===== src/design/amom_pkg.sv =====
// Shared types and constants of the alpha-mask overlay marker.
// Depends on nothing; imported by the result queue and the marker unit.
`timescale 1ns / 1ps
`default_nettype none

package amom_pkg;

    localparam int unsigned MAX_WIDTH_DEF = 1024;
    localparam int unsigned PIX_W         = 8;
    localparam int unsigned ROW_W         = 12;
    localparam int unsigned FW_W          = 11;
    localparam int unsigned FH_W          = 13;
    localparam int unsigned CFG_IDX_W     = 2;
    localparam int unsigned CFG_DATA_W    = 13;
    localparam int unsigned QUEUE_DEPTH   = 4;

    localparam logic [PIX_W-1:0] ALPHA_LIMIT      = 8'd128;
    localparam logic [FH_W-1:0]  MAX_HEIGHT       = 13'd4096;
    localparam logic [FW_W-1:0]  FRAME_WIDTH_RST  = 11'd640;
    localparam logic [FH_W-1:0]  FRAME_HEIGHT_RST = 13'd480;
    localparam logic [PIX_W-1:0] MARK_VALUE_RST   = 8'd255;

    typedef enum logic [CFG_IDX_W-1:0] {
        REG_FRAME_WIDTH  = 2'd0,
        REG_FRAME_HEIGHT = 2'd1,
        REG_MARK_VALUE   = 2'd2
    } cfg_reg_t;

    // Up to three results released by one input: above, left, current.
    typedef struct packed {
        logic             has_above;
        logic             has_left;
        logic             has_cur;
        logic [PIX_W-1:0] pix_above;
        logic [PIX_W-1:0] pix_left;
        logic [PIX_W-1:0] pix_cur;
        logic [ROW_W-1:0] row;
    } bundle_t;

endpackage

`default_nettype wire


===== src/design/amom_result_queue.sv =====
// Result queue: holds per-input result bundles and hands them out one
// transfer at a time. Depends on amom_pkg.
`timescale 1ns / 1ps
`default_nettype none

module amom_result_queue #(
    parameter int unsigned COL_W = 10
) (
    input  wire logic                          clk,
    input  wire logic                          rst_n,
    input  wire logic                          push,
    input  wire amom_pkg::bundle_t             push_bundle,
    input  wire logic [COL_W-1:0]              push_col,
    input  wire logic                          reserve,
    output logic                               item_room,
    output logic                               out_valid,
    input  wire logic                          out_stall,
    output logic [amom_pkg::PIX_W-1:0]         pixel_out,
    output logic [COL_W-1:0]                   col,
    output logic [amom_pkg::ROW_W-1:0]         row,
    output logic                               run_last
);

    import amom_pkg::*;

    localparam int unsigned PTR_W = $clog2(QUEUE_DEPTH);
    localparam int unsigned CNT_W = PTR_W + 1;

    bundle_t          bundle_q [QUEUE_DEPTH];
    logic [COL_W-1:0] col_q    [QUEUE_DEPTH];

    logic [PTR_W-1:0] wr_ptr_reg;
    logic [PTR_W-1:0] rd_ptr_reg;
    logic [CNT_W-1:0] count_reg;
    logic [CNT_W-1:0] count_next;
    logic [1:0]       done_reg;   // [0] above sent, [1] left sent
    logic [1:0]       done_next;

    bundle_t          head;
    logic [COL_W-1:0] head_col;
    logic             sel_above;
    logic             sel_left;
    logic             sel_cur;
    logic             xfer;
    logic             pop;

    always_comb
    begin
        head      = bundle_q[rd_ptr_reg];
        head_col  = col_q[rd_ptr_reg];
        sel_above = head.has_above && !done_reg[0];
        sel_left  = !sel_above && head.has_left && !done_reg[1];
        sel_cur   = !sel_above && !sel_left;
        run_last  = sel_cur || (sel_left && !head.has_cur)
                    || (sel_above && !head.has_left && !head.has_cur);
        if (sel_above)
        begin
            pixel_out = head.pix_above;
        end
        else if (sel_left)
        begin
            pixel_out = head.pix_left;
        end
        else
        begin
            pixel_out = head.pix_cur;
        end
        col = sel_left ? head_col - COL_W'(1) : head_col;
        row = sel_above ? head.row - ROW_W'(1) : head.row;
    end

    assign out_valid = (count_reg != '0);
    assign xfer      = out_valid && !out_stall;
    assign pop       = xfer && run_last;

    // Room for the bundle in flight and the one about to enter.
    assign item_room = (CNT_W + 1)'(count_reg) + (CNT_W + 1)'(reserve)
                       < (CNT_W + 1)'(QUEUE_DEPTH);

    always_comb
    begin
        count_next = count_reg;
        if (push && !pop)
        begin
            count_next = count_reg + CNT_W'(1);
        end
        else if (!push && pop)
        begin
            count_next = count_reg - CNT_W'(1);
        end
        done_next = done_reg;
        if (pop)
        begin
            done_next = '0;
        end
        else if (xfer)
        begin
            done_next = done_reg | {sel_left, sel_above};
        end
    end

    always_ff @(posedge clk or negedge rst_n)
    begin
        if (!rst_n)
        begin
            wr_ptr_reg <= '0;
            rd_ptr_reg <= '0;
            count_reg  <= '0;
            done_reg   <= '0;
        end
        else
        begin
            if (push)
            begin
                wr_ptr_reg <= wr_ptr_reg + PTR_W'(1);
            end
            if (pop)
            begin
                rd_ptr_reg <= rd_ptr_reg + PTR_W'(1);
            end
            count_reg <= count_next;
            done_reg  <= done_next;
        end
    end

    always_ff @(posedge clk)
    begin
        if (push)
        begin
            bundle_q[wr_ptr_reg] <= push_bundle;
            col_q[wr_ptr_reg]    <= push_col;
        end
    end

    a_no_overflow: assert property (@(posedge clk) disable iff (!rst_n)
        push |-> (count_reg != CNT_W'(QUEUE_DEPTH)))
        else $error("result queue overflow");

    a_done_clear_when_empty: assert property (@(posedge clk) disable iff (!rst_n)
        (count_reg == '0) |-> (done_reg == '0))
        else $error("stale progress on empty queue");

    a_bundle_held: assert property (@(posedge clk) disable iff (!rst_n)
        (xfer && !run_last) |=> out_valid)
        else $error("bundle dropped before its last result");

endmodule

`default_nettype wire


===== config.mk =====
export PLATFORM = sky130hd
export DESIGN_NAME = amom_result_queue
export DESIGN_NICKNAME = d
export VERILOG_FILES = /design/src/design/amom_pkg.sv /design/src/design/amom_result_queue.sv
export SDC_FILE = /design/constraint.sdc
export NUM_CORES = 1
export LEC_CHECK = 0
export BUFFER_PORTS_ARGS = -buffer_cell sky130_fd_sc_hd__buf_2
export CORE_UTILIZATION = 50
export DETAILED_ROUTE_END_ITERATION = 7
export HOLD_SLACK_MARGIN = 0.1
export PLACE_DENSITY = 0.73
export SLEW_MARGIN = 20
export SYNTH_ARGS = -nofsm -noshare
export SYNTH_HDL_FRONTEND = slang
export SYNTH_SLANG_ARGS = --single-unit
export TNS_END_PERCENT = 10

===== constraint.sdc =====
create_clock -name clk -period 8.7 [get_ports clk]
set_input_delay 1.74 -clock clk [delete_from_list [all_inputs] [get_ports clk]]
set_output_delay 1.74 -clock clk [all_outputs]
set_load 0.01 [all_outputs]

==> flow_metrics.env <==
export IMPL_fin_setup_tns_ps=0
export IMPL_design_area_um2=9612
export IMPL_r2r_cells=8
export IMPL_grt_pass1_wl_um=23510
export IMPL_ioPinCount=87
export IMPL_start_util_pct=51.89
export IMPL_dr_pass1_iters=4
export IMPL_grt_pass1_vias=4413
export IMPL_area_delta_synth_final_pct=15.36
export IMPL_yosysMostFrequentCell="edfxtp_1"
export IMPL_cts_htree_levels=1
export IMPL_netlist_area_um2=8332
export IMPL_synth_seq_cells=205
export IMPL_layout_drive_gt1_share_pct=33.27
export IMPL_place_gp_congestion=0.7296
export IMPL_vias=4073
export IMPL_drt_total_wl_um=14900
export IMPL_antenna_found_initial=1
export IMPL_cts_setup_buffers=0
export IMPL_slew_viol_final=0
export IMPL_dpl_hpwl_um=9195
export IMPL_drtAntennaViolNets=0
export IMPL_skew_ps=10.63
export IMPL_ys_seq_area_share_pct=73.34
export IMPL_root_buffer="clkbuf_16"
export IMPL_timing_fmax_ghz=0.1873
export IMPL_fin_nets=566
export IMPL_period_share_pct=61.38
export IMPL_rsz0062_at_grt="false"
export IMPL_drt_vias_per_instance=5.549
export IMPL_cp_max_fo=53
export IMPL_finalSetupViolations=0
export IMPL_die_w_um=131.1
export IMPL_wl_per_cell_um=20.29
export IMPL_cts_resized=0
export IMPL_syn_inst=406
export IMPL_overflow=0
export IMPL_cts_tree="built"
export IMPL_grt_use_total_pct=18.76
export IMPL_fin_crit_ps=5340
export IMPL_fp_dieArea_um2=17180
export IMPL_hold_end="count_reg[2]$_DFFE_PN0P_"
export IMPL_largest_register_ffs=156
export IMPL_critPathSlowestCell="buf_4"
export IMPL_ys_top_cells_by_area="edfxtp_1 (71%), mux4_2 (9.5%), mux4_1 (4.1%)"
export IMPL_placed_area_um2=8984
export IMPL_cts_buffers=21
export IMPL_num_rows=46
export IMPL_ir_drop_v=0.0002348
export IMPL_maxCapViolCount=0
export IMPL_syn_nets=468
export IMPL_arrival_ps=3600
export IMPL_wl_met1_um=6221
export IMPL_io_buffers=86
export IMPL_relSlewSlack_pct=32.05
export IMPL_hold_path_startpoint="count_reg[2]$_DFFE_PN0P_"
export IMPL_synth_top_area_cell="edfxtp_1"
export IMPL_crit_type="reg2out"
export IMPL_clkLatencyLatePin_ps=490
export IMPL_hold_buffers=0
export IMPL_grt_start_max_net_pins=57
export IMPL_cp_slowest_stage_delay_ps=600
export IMPL_hold_ws_ps=502.7
export IMPL_r2r_start="rd_ptr_reg[0]$_DFFE_PN0P_"
export IMPL_async_flop_share_pct=4.390
export IMPL_avgSynthCellArea_um2=20.52
export IMPL_crit_path_start_kind="flip-flop"
export IMPL_whs_path_depth=1
export IMPL_timing_reg2reg_setup_slack_ps=5000
export IMPL_met2WireLength_um=7408
export IMPL_min_path_type="reg2reg"
export IMPL_cp_required_ps=6960
export IMPL_synth_top_area_share_pct=70.64
export IMPL_p_leak_nw=3.397
export IMPL_clkTransAtPathRegs_ps=60
export IMPL_cts_sinks=205
export IMPL_status="finished clean"
export IMPL_crit_chain="buf_4, mux2i_1, o22a_1, nand2_1, nor4_1, xor2_1, buf_2"
export IMPL_synth_flop_cell="edfxtp_1"
export IMPL_ys_warn_count=0
export IMPL_yosys_top_cells_count="edfxtp_1 (196), mux4_2 (35), nand2_1 (17), xor2_1 (15), mux4_1 (13)"
export IMPL_power_density_nw_per_um2=352.1
export IMPL_synth_edf_count=196
export IMPL_clockBufferDepth=3
export IMPL_routed_top_layer="met4"
export IMPL_die_h_um=131.1
export IMPL_worstSetupEndpointType="output port"
export IMPL_worst_pin_slew_ps=1019
export IMPL_hold_viol=0
export IMPL_utilization_pct=59.86
export IMPL_netlist_cell_type_count=42
export IMPL_drt_initial_drc_count=267
export IMPL_drc=0
export IMPL_r2r_end="count_reg[1]$_DFFE_PN0P_"
export IMPL_core_um2=16060
export IMPL_wl_met3_um=975
-- final cells by class --
class,instances,area (um2)
Multi-Input combinational cell,177,2100
Clock buffer,30,569.3
Antenna cell,1,2.502
Sequential cell,205,6116
Timing Repair Buffer,91,467.9
Inverter,8,30.03
Clock inverter,6,56.30
Fill cell,1175,6446
Tap cell,216,270.3
-- layout by cell type (no fill, tap or decap), types with 7 or more instances in the layout --
cell type  instances
edfxtp_1         196
buf_2             86
mux4_2            35
clkbuf_16         21
nand2_1           17
xor2_1            15
mux4_1            13
nor2_1            12
mux2i_1           11
xnor2_1           11
o21ai_0            9
inv_1              8
clkbuf_1           8
ha_1               7
dfrtp_1            7
-- worst max-delay path by stage --
stage | from | endpoint | depth (start not counted)
CTS | rd_ptr_reg[1]$_DFFE_PN0P_ | col[3] | 7
global placement | rd_ptr_reg[1]$_DFFE_PN0P_ | col[3] | 7
floorplan | rd_ptr_reg[0]$_DFFE_PN0P_ | col[6] | 9
detailed placement | rd_ptr_reg[1]$_DFFE_PN0P_ | col[3] | 7
global route | rd_ptr_reg[1]$_DFFE_PN0P_ | col[3] | 7
finish | rd_ptr_reg[1]$_DFFE_PN0P_ | col[3] | 7
-- critical path: cells and delay by family (launching register included) --
kind / cells / cell delay, ps
simple gates: 2 / 890
buf+inv: 2 / 760
mux: 1 / 490
compound gates: 1 / 400
flops: 1 / 340
xor+xnor: 1 / 220
-- stage by stage --
step                      power [mW]  setup WS (ps)  instances
final                          3.384           3360        734
after global routing           3.580           3081        733
after CTS                      3.433           3270        733
after detailed placement       2.608           3793        697
after global placement         2.569           3876        697
after floorplan                2.234           4866        406
-- where the power goes --
group	switching, mW	leakage [nW]	internal, mW
logic	0.639	1.19	0.510
registers	0.115	1.91	1.30
clock network	0.338	0.305	0.483
total	1.09	3.40	2.29
-- routing by layer --
metal,up-vias,global-route usage (%)
li1,1845,-
met1,2067,24.37
met2,134,32.03
met3,27,3.815
met4,0,6.018
met5,-,0
-- kinds of logic (layout without fill, tap and decap cells) --
kind of cell,after synthesis,count (layout),share of synthesized area (%)
buf+inv,24,135,1.517
fa+ha+maj,8,8,1.291
simple gates,63,63,4.340
compound gates,20,20,1.757
xor+xnor,26,26,2.733
mux,60,60,15.02
other cells,0,1,0
flops,205,205,73.34
(Power assumes the default switching activity.)
